--- config.mk ---
export PLATFORM = sky130hd
export DESIGN_NAME = wcm_rem
export DESIGN_NICKNAME = d
export VERILOG_FILES = /design/src/wcm_pkg.sv /design/src/wcm_rem.sv
export SDC_FILE = /design/constraint.sdc
export NUM_CORES = 1
export LEC_CHECK = 0
export BUFFER_PORTS_ARGS = -buffer_cell sky130_fd_sc_hd__buf_2
export CORE_MARGIN = 3
export CORE_UTILIZATION = 55
export CTS_CLUSTER_DIAMETER = 40
export CTS_CLUSTER_SIZE = 28
export DETAILED_ROUTE_END_ITERATION = 7
export GPL_TIMING_DRIVEN = 0
export PLACE_DENSITY = 0.78
export SLEW_MARGIN = 20
export SYNTH_ARGS = -nofsm -noshare
export SYNTH_HDL_FRONTEND = slang
export SYNTH_SLANG_ARGS = --single-unit
--- constraint.sdc ---
create_clock -name aclk -period 3.4 [get_ports aclk]
set_input_delay 0.51 -clock aclk [delete_from_list [all_inputs] [get_ports aclk]]
set_output_delay 0.51 -clock aclk [all_outputs]
set_load 0.02 [all_outputs]
--- src/wcm_pkg.sv ---
// ----------------------------------------------------------------------------
// wcm_pkg
// shared types and constants for the wavetable channel mixer
// ----------------------------------------------------------------------------
package wcm_pkg;

    localparam int POS_W        = 30;
    localparam int FRAC_BITS    = 12;
    localparam int OFFSET_SHIFT = 20;
    localparam int WORD_SHIFT   = 13;
    localparam int OUT_SHIFT    = 8;

    // remainder unit operand widths
    localparam int REM_DVD_W = 19;
    localparam int REM_DVS_W = 21;

    typedef enum logic [2:0] {
        ACT_LOAD   = 3'd0,
        ACT_START  = 3'd1,
        ACT_VOLUME = 3'd2,
        ACT_INCR   = 3'd3,
        ACT_MIX    = 3'd4
    } action_t;

    typedef struct packed {
        logic                 start;
        logic [REM_DVD_W-1:0] dividend;
        logic [REM_DVS_W-1:0] divisor;
    } rem_req_t;

    typedef struct packed {
        logic                 done;
        logic [REM_DVS_W-1:0] remainder;
    } rem_rsp_t;

endpackage

--- src/wcm_rem.sv ---
// ----------------------------------------------------------------------------
// wcm_rem
// restoring remainder unit, one dividend bit per cycle
// ----------------------------------------------------------------------------
module wcm_rem
    import wcm_pkg::*;
(
    input  logic     aclk,
    input  logic     aresetn,
    input  rem_req_t req,
    output rem_rsp_t rsp
);

    localparam int CNT_W = $clog2(REM_DVD_W + 1);

    logic                 busy_reg;
    logic                 done_reg;
    logic [CNT_W-1:0]     cnt_reg;
    logic [REM_DVD_W-1:0] dvd_reg;
    logic [REM_DVS_W-1:0] dvs_reg;
    logic [REM_DVS_W-1:0] rem_reg;
    logic [REM_DVS_W:0]   trial;
    logic [REM_DVS_W:0]   diff;
    logic [REM_DVS_W-1:0] rem_next;

    assign trial = {rem_reg, dvd_reg[REM_DVD_W-1]};
    assign diff  = trial - {1'b0, dvs_reg};

    always_comb begin
        if (trial >= {1'b0, dvs_reg}) begin
            rem_next = diff[REM_DVS_W-1:0];
        end else begin
            rem_next = trial[REM_DVS_W-1:0];
        end
    end

    always_ff @(posedge aclk) begin
        if (!aresetn) begin
            busy_reg <= 1'b0;
            done_reg <= 1'b0;
        end else begin
            done_reg <= !req.start && busy_reg && (cnt_reg == CNT_W'(REM_DVD_W - 1));
            if (req.start) begin
                busy_reg <= 1'b1;
                cnt_reg  <= '0;
                dvd_reg  <= req.dividend;
                dvs_reg  <= req.divisor;
                rem_reg  <= '0;
            end else if (busy_reg) begin
                rem_reg <= rem_next;
                dvd_reg <= {dvd_reg[REM_DVD_W-2:0], 1'b0};
                cnt_reg <= cnt_reg + 1'b1;
                if (cnt_reg == CNT_W'(REM_DVD_W - 1)) begin
                    busy_reg <= 1'b0;
                end
            end
        end
    end

    assign rsp.done      = done_reg;
    assign rsp.remainder = rem_reg;

endmodule

## Word-level counts from Yosys, hierarchy flattened

Index checks and enable logic that the tools add are counted.
Widths: inputs -> output; s select.

| operators by class | value |
|---|---|
| multiplexer cells | 8 |
| reduce and logical (&&, ||, !) cells | 6 |
| magnitude comparators | 1 |
| equality and inequality tests | 1 |
| add/subtract/negate cells | 2 |

Operators with widths:

| cell | number |
|---|---|
| $mux 21 | 2 |
| $mux 19 | 2 |
| $ge 22x21->1 | 1 |
| $sub 21x21->21 | 1 |
| $add 5x1->5 const B | 1 |
| $eq 5x5->1 const B | 1 |
| $mux 5 | 1 |
| $reduce_and 2->1 | 2 |
| $mux 1 | 3 |
| $logic_and 1x1->1 | 2 |
| $reduce_bool 2->1 | 1 |
| $logic_not 1->1 | 1 |

| storage, ports and cells | value |
|---|---|
| output and inout port bits | 22 |
| register bits | 68 |

## Logic depth before layout (Yosys ltp)

Gate-level depths: netlist of the first run.

| depth | value |
|---|---|
| depth after elaboration | 4 |
| mapped depth | 12 |
| mapped depth without buffers | 11 |

## Worst setup path after synthesis of the first run

OpenSTA, ideal clock, no wires.

| timing | value |
|---|---|
| kind | register to register |
| start point | reg rem_reg[7] |
| end point | reg rem_reg[18], data pin |
| stages on the path, launching flop included | 10 |
| data arrival time | 2.543 ns |
| path slack | 0.714 ns |
| cell sequence | edfxtp_1 > ha_1 > clkbuf_2 > nand2_1 > a2111oi_2 > a211oi_2 > a21bo_4 > o31a_4 > or3_4 > a21oi_2 |

| between the ends | value |
|---|---|
| longest elaborated chain between the ends | 3 |
| elaborated cells on any way between the ends | 4 |

RTL lines:

| element | line | source |
|---|---|---|
| start: declaration | wcm_rem.sv:21 | `logic [REM_DVS_W-1:0] rem_reg;` |
| start signal: assignment | wcm_rem.sv:50 | `rem_reg <= rem_next;` |
| $sub 21x21->21 / $ge 22x21->1 (equally long branches) | wcm_rem.sv:27, wcm_rem.sv:30 |  |
| $mux 21 (*) | wcm_rem.sv:30 | `if (trial >= {1'b0, dvs_reg}) begin` |
| $mux 21 (*) | wcm_rem.sv:49 | `end else if (busy_reg) begin` |

Every way passes the cells marked *; elsewhere a longest branch is shown, timed or not. The select of a mux whose other input is x is not followed.
A chain may end at the register's enable or synchronous reset.

## Final worst setup path of the first run

| timing | value |
|---|---|
| start point | reg dvd_reg[18] |
| end point | reg rem_reg[16], data pin |

| between the ends | value |
|---|---|
| longest elaborated chain between the ends | 3 |
| elaborated cells on any way between the ends | 4 |

RTL lines:

| element | line | source |
|---|---|---|
| start: declaration | wcm_rem.sv:19 | `logic [REM_DVD_W-1:0] dvd_reg;` |
| start signal: assignment | wcm_rem.sv:46 | `dvd_reg <= req.dividend;` |
| start signal: assignment | wcm_rem.sv:51 | `dvd_reg <= {dvd_reg[REM_DVD_W-2:0], 1'b0};` |
| $sub 21x21->21 / $ge 22x21->1 (equally long branches) | wcm_rem.sv:27, wcm_rem.sv:30 |  |
| $mux 21 (*) | wcm_rem.sv:30 |  |
| $mux 21 (*) | wcm_rem.sv:49 |  |

Marked as above.

==> results of run 1 <==
-- worst reg2reg max path, stage by stage (launching register included) --
cell and delay [ps]:
edfxtp_1 320, inv_1 50, ha_1 200, inv_1 70, fa_1 220, nand3_2 120, a2111oi_2 440, a211oi_2 130
o21ai_0 520, nor4b_1 110, a2111oi_0 490, nor3_1 90
-- cell usage in the layout (no fill, tap or decap), types with 10 or more instances in the layout --
| cell | netlist | routed |
|---|---|---|
| ha_1 | 23 | 23 |
| edfxtp_1 | 66 | 66 |
| a21oi_1 | 22 | 22 |
| nor2_1 | 28 | 28 |
| nand2_1 | 19 | 19 |
| mux2_2 | 18 | 18 |
| mux2i_1 | 13 | 13 |
| o21ai_0 | 10 | 10 |
| inv_1 | 25 | 25 |
| xor2_1 | 15 | 15 |
| clkbuf_1 | 10 | 10 |
| nand3_1 | 10 | 10 |
| buf_2 | 3 | 66 |
-- cell families after synthesis --
logic type / count (synthesis)
and+or+nand+nor: 78
DFF: 68
buffers and inverters: 41
xor gates and xnor gates: 20
adders and majority gates: 24
muxes: 31
AOI/OAI and AO/OA: 72
-- power breakdown --
part | internal [mW] | total, mW | switching [mW]
combinational | 0.258 | 0.616 | 0.358
clock | 0.418 | 0.749 | 0.331
sequential | 1.01 | 1.05 | 0.0367
total | 1.68 | 2.41 | 0.727
-- worst min path at each step --
stage / slack [ps] / depth (start not counted) / endpoint
after global routing: 300 / 1 / dvs_reg[19]
after global placement: 430 / 2 / done_reg
final: 320 / 1 / dvs_reg[8]
after CTS: 310 / 1 / dvs_reg[8]
after detailed placement: 450 / 2 / done_reg
after floorplan: 430 / 2 / done_reg
-- metrics by stage --
| stage | setup slack [ps] | area [um^2] | cells |
|---|---|---|---|
| floorplan | 714.2 | 3900 | 334 |
| global placement | 228.6 | 4335 | 493 |
| detailed placement | 492.5 | 4364 | 494 |
| CTS | 465.0 | 4587 | 510 |
| global route | 292.6 | 4587 | 510 |
| finish | 369.5 | 4587 | 510 |
-- layer usage --
metal  GRT usage [%]  vias to the layer above  share of wire (%)
met5               0                        -                  0
met4           6.505                        0                1.4
met3           7.364                       12                7.7
met2           31.74                       88                 47
met1           25.04                     1315                 44
li1                -                     1374                  -
-- layout make-up --
| class | count | area [um^2] | share of cell area, % |
|---|---|---|---|
| repair buffers | 64 | 342.8 | 7.474 |
| inverters | 25 | 93.84 | 2.046 |
| multi-input cells | 225 | 1713 | 37.34 |
| well taps | 96 | 120.1 | 2.619 |
| plain buffers | 16 | 72.57 | 1.582 |
| flip-flops and latches | 68 | 2022 | 44.08 |
| clock inverters | 7 | 98.84 | 2.155 |
| clock buffers | 9 | 123.9 | 2.700 |
==> impl_metrics.csv, run 1 <==
group,metric,value,unit
logic_synthesis,synth_cells,334,
logic_synthesis,synth_fa_ha_area_share,7.892,%
sta,setup_tns,0,ps
sta,slew_headroom,30.86,%
sta,fin_crit_sh,89.13,%
clock_tree,h-tree-depth,3,
clock_tree,tritoncts,"built",
power_and_ir_drop,p_per_area,525.6,nW/um^2
logic_synthesis,synth_cell_type_count,51,
logic_synthesis,synth_ff_type,"edfxtp_1",
setup_path,worst_r2r_endpoint,"rem_reg[16]",
sta,finalMaxSlewViolations,0,
floorplan,io-pin-count,65,
global_routing,grt_pass1_vias,2791,
hold_path,worstHoldPathType,"input pin to flip-flop",
sta,maxClockFrequency,330.0,MHz
logic_synthesis,synth.cell_area,3900,um^2
floorplan,coreArea,6832,um^2
logic_synthesis,seq_area_frac_synth,51.84,%
sta,setup_viol,0,
logic_synthesis,ys_ff_latch,68,
logic_synthesis,synthXorXnorAreaFrac,4.491,%
global_routing,grt-ovfl-total,0,
setup_path,critPathMostFrequentCell,"inv_1",
logic_synthesis,yosys.area_share.simple,9.721,%
logic_synthesis,synth_top_area_share,50.82,%
floorplan,die_w,90.21,um
logic_synthesis,syn_nets,401,
setup_path,path_buf_inv,2,
clock_tree,postCtsSetupBuffers,0,
floorplan,initial_utilization,57.09,%
hold_path,min_from,"req[8]",
setup_path,crit_cells,11,
route,drtIter0Drc,163,
setup_path,crit_start,"dvd_reg[18]",
placed_design,dp_hpwl,5563,um
setup_path,cp_top_family,"compound AO/OA/AOI/OAI gates",
logic_synthesis,synth_edf_count,66,
flow_run,maxCapViolations,0,
setup_path,path_class,"flip-flop to flip-flop",
logic_synthesis,avgSynthCellArea,11.68,um^2
power_and_ir_drop,total_power,2.411,mW
global_routing,track_usage,19.85,%
final_layout,areaGrowthSynthToFinish,17.61,%
clock_tree,cts_resized,0,
setup_path,cp-endpoint,"rem_reg[16]",
sta,holdWs,323.3,ps
route,drc,0,
setup_path,cp.required,3480,ps
clock_tree,cts_sinks,68,
power_and_ir_drop,power.leakage,1.932,nW
clock_tree,clock_path_buffers,2,
setup_path,rrSetupSlack,370,ps
floorplan,dieArea,8137,um^2
final_layout,drive_gt1_share,28.02,%
placed_design,port_buffers,63,
power_and_ir_drop,ir_drop,311.0,uV
clock_tree,numCtsBuffers,9,
sta,worst_slew_pin_slew,1037,ps
logic_synthesis,synth-async-reset-ratio,0,%
setup_path,crit_slowest_cell,"o21ai_0",
route,vias_per_cell,5.469,
setup_path,critical_path.max_fanout,4,
setup_path,arrival,3110,ps
final_layout,fillers,559,
clock_tree,clkTransAtPathRegs,80,ps
logic_synthesis,synth_common_cells,"66 x edfxtp_1, 28 x nor2_1, 25 x inv_1",
global_routing,grt_max_degree,26,
setup_path,rr_startpoint,"dvd_reg[18]",
setup_path,end_kind,"flip-flop",
floorplan,die_height,90.21,um
outcome,status,"finished clean",
setup_path,critPathMaxStageDelay,520,ps
logic_synthesis,synth_top_family_by_area,"compound AO/OA/AOI/OAI gates",
logic_synthesis,yosysMostFrequentCell,"edfxtp_1",
sta,rsz0062_at_grt,"no",
logic_synthesis,synthMuxAreaShare,8.534,%
final_layout,fin_nets,476,
route,vias,2789,
setup_path,reg2reg_depth,11,
setup_path,worstSetupStartpointType,"flip-flop",
final_layout,fin_util,67.14,%
sta,hold_viol,0,
setup_path,cp_cell_sequence,"inv_1, ha_1, inv_1, fa_1, nand3_2, a2111oi_2, a211oi_2, o21ai_0, nor4b_1, a2111oi_0, nor3_1",
clock_tree,clk_latency,360,ps
global_routing,grt_pass1_wl,12850,um
sta,clock_skew,11.67,ps
logic_synthesis,synth_compound_area_share,13.25,%
global_routing,antenna_found_initial,0,
logic_synthesis,synth_area_leaders,"edfxtp_1 51%, ha_1 7.4%, mux2_2 5.2%",
sta,finalCriticalPeriod,3031,ps
route,routedWlPerCell,15.10,um
route,antenna_left,0,
logic_synthesis,yosys_warnings,0,
placed_design,place.gp.congestion,0.9386,
floorplan,row_count,30,
route,drt-pass1-iter-count,4,
clock_tree,cts-root-buf,"clkbuf_8",
logic_synthesis,synth_top_area_cell,"edfxtp_1",
clock_tree,ctsHoldBuffers,0,
route,drt-total-wl,7699,um
final_layout,diodes,0,
Note: power is estimated with default switching activity, not from simulation.
==> run 2: changes to the inputs <==
--- a/config.mk
+++ b/config.mk
@@ -13,6 +13,8 @@
 export DETAILED_ROUTE_END_ITERATION = 7
 export GPL_TIMING_DRIVEN = 0
 export PLACE_DENSITY = 0.78
+export RECOVER_POWER = 25
+export SKIP_CTS_REPAIR_TIMING = 1
 export SLEW_MARGIN = 20
 export SYNTH_ARGS = -nofsm -noshare
 export SYNTH_HDL_FRONTEND = slang
==> run 2 against run 1 <==
  * Non-clock buffer count did not move
  * Clock skew barely moved
  * Sequential share of layout area did not move
  * Critical endpoint unchanged
  * Combinational power barely moved
  * Final cell count did not move
  * Highest routed layer unchanged
  * Global-route usage did not move
  * Maximum frequency barely moved
  * Sequential cell count did not move
==> impl_metrics.csv, run 2 (synthesized netlist as in run 1, its figures left out) <==
group,metric,value,unit
outcome,status,"finished clean",
sta,clock_skew,11.78,ps
power_and_ir_drop,seqPwrFrac,43.4,%
setup_path,critPathMaxStageDelay,520,ps
power_and_ir_drop,power.leakage,1.931,nW
final_layout,multi_input_area,1713,um^2
route,vias,2792,
power_and_ir_drop,netSwitchingFraction,30.14,%
sta,hold_viol,0,
power_and_ir_drop,combinationalPowerShare,25.6,%
placed_design,port_buffers,63,
route,routedWlPerCell,15.10,um
sta,slew_headroom,30.83,%
placed_design,dp_hpwl,5563,um
global_routing,antenna_found_initial,0,
floorplan,io-pin-count,65,
floorplan,row_count,30,
route,drtIter0Drc,163,
power_and_ir_drop,p_per_area,525.7,nW/um^2
final_layout,final_cell_mix,"66 x buf_2, 66 x edfxtp_1, 28 x nor2_1",
sta,finalMaxSlewViolations,0,
sta,holdWs,323.1,ps
route,drc,0,
global_routing,grt_pass1_wl,12850,um
global_routing,track_usage,19.85,%
setup_path,cp_cell_sequence,"inv_1, ha_1, inv_1, fa_1, nand3_2, a2111oi_2, a211oi_2, o21ai_0, nor4b_1, a2111oi_0, nor3_1",
clock_tree,cts_sinks,68,
placed_design,pre_cts_ws,492.5,ps
sta,finalCriticalPeriod,3031,ps
clock_tree,cts-root-buf,"clkbuf_8",
sta,finalWorstSetupSlack,369.4,ps
clock_tree,clkTransAtPathRegs,80,ps
hold_path,worstHoldPathType,"input pin to flip-flop",
setup_path,critPathMostFrequentCell,"inv_1",
final_layout,fillers,559,
power_and_ir_drop,ir_drop,311.0,uV
setup_path,end_kind,"flip-flop",
flow_run,maxCapViolations,0,
setup_path,path_class,"flip-flop to flip-flop",
setup_path,arrival,3110,ps
power_and_ir_drop,p_sw,726.8,uW
sta,maxClockFrequency,330.0,MHz
final_layout,diodes,0,
sta,setup_viol,0,
power_and_ir_drop,p_int,1.684,mW
global_routing,grt-ovfl-total,0,
clock_tree,h-tree-depth,3,
clock_tree,clock_path_buffers,2,
setup_path,cp.required,3480,ps
final_layout,areaGrowthSynthToFinish,17.61,%
floorplan,initial_utilization,57.09,%
final_layout,fin_nets,476,
route,vias_per_cell,5.475,
final_layout,stdcell_area,4587,um^2
floorplan,coreArea,6832,um^2
route,antenna_left,0,
clock_tree,numCtsBuffers,9,
power_and_ir_drop,p_clk_share,31.1,%
global_routing,grt_max_degree,26,
route,drt-pass1-iter-count,4,
clock_tree,tritoncts,"built",
setup_path,worstSetupStartpointType,"flip-flop",
final_layout,final-seq-area,2022,um^2
sta,worst_slew_pin_slew,1038,ps
setup_path,crit_slowest_cell,"o21ai_0",
sta,fin_crit_sh,89.13,%
placed_design,placed_area,4364,um^2
floorplan,die_height,90.21,um
global_routing,grt_pass1_vias,2791,
final_layout,drive_gt1_share,28.02,%
final_layout,fin_util,67.14,%
placed_design,place.gp.congestion,0.9386,
floorplan,die_w,90.21,um
route,drt-total-wl,7700,um
sta,setup_tns,0,ps
sta,rsz0062_at_grt,"no",
setup_path,critical_path.max_fanout,4,
floorplan,dieArea,8137,um^2
clock_tree,clk_latency,360,ps
## run 2: cell counts in the layout (fill, tap and decap cells not counted)
No cell type changed its count.
## run 2: per-stage QoR
step           total power, mW  instances
3_5_place_dp             1.675        494
6_report                 2.411        510
2_1_floorplan            1.521        334
5_1_grt                  2.542        510
4_1_cts                  2.425        510
3_3_place_gp             1.656        493
## run 2: critical path, delay by kind of cell (launching register included)
kind	cells	cell delay [ps]
compound gates	4	1570
buf+inv	2	120
flops	1	320
fa+ha+maj	2	420
simple gates	3	320
## run 2: routing by layer
| layer | vias to the layer above | track usage, % | wire [um] |
|---|---|---|---|
| met5 | - | 0 | 0 |
| met4 | 0 | 6.505 | 109 |
| met3 | 12 | 7.364 | 593 |
| met2 | 88 | 31.74 | 3624 |
| met1 | 1318 | 25.04 | 3373 |
| li1 | 1374 | - | - |
## run 2: final timing paths
| path | startpoint | endpoint | slack [ps] | depth (start not counted) |
|---|---|---|---|---|
| worst max-delay path | dvd_reg[18] | rem_reg[16] | 370 | 11 |
| worst min-delay path | req[8] | dvs_reg[8] | 320 | 1 |
| worst max register to register | dvd_reg[18] | rem_reg[16] | 370 | 11 |
| worst min register to register | busy_reg | done_reg | 460 | 2 |
## run 2: power groups by stage
stage | Combinational, mW | Sequential, mW | Clock [mW]
2_1_floorplan | 0.430 | 1.09 | 0
3_3_place_gp | 0.593 | 1.06 | 0
3_5_place_dp | 0.611 | 1.06 | 0
4_1_cts | 0.616 | 1.05 | 0.763
5_1_grt | 0.685 | 1.05 | 0.801
6_report | 0.616 | 1.05 | 0.749
## run 2: cell type report
cell class | instances | share of cell area, %
buffer | 16 | 1.582
multi-input combinational | 225 | 37.34
sequential | 68 | 44.08
timing repair buffer | 64 | 7.474
clock inverter | 7 | 2.155
inverter | 25 | 2.046
clock buffer | 9 | 2.700
tap | 96 | 2.619
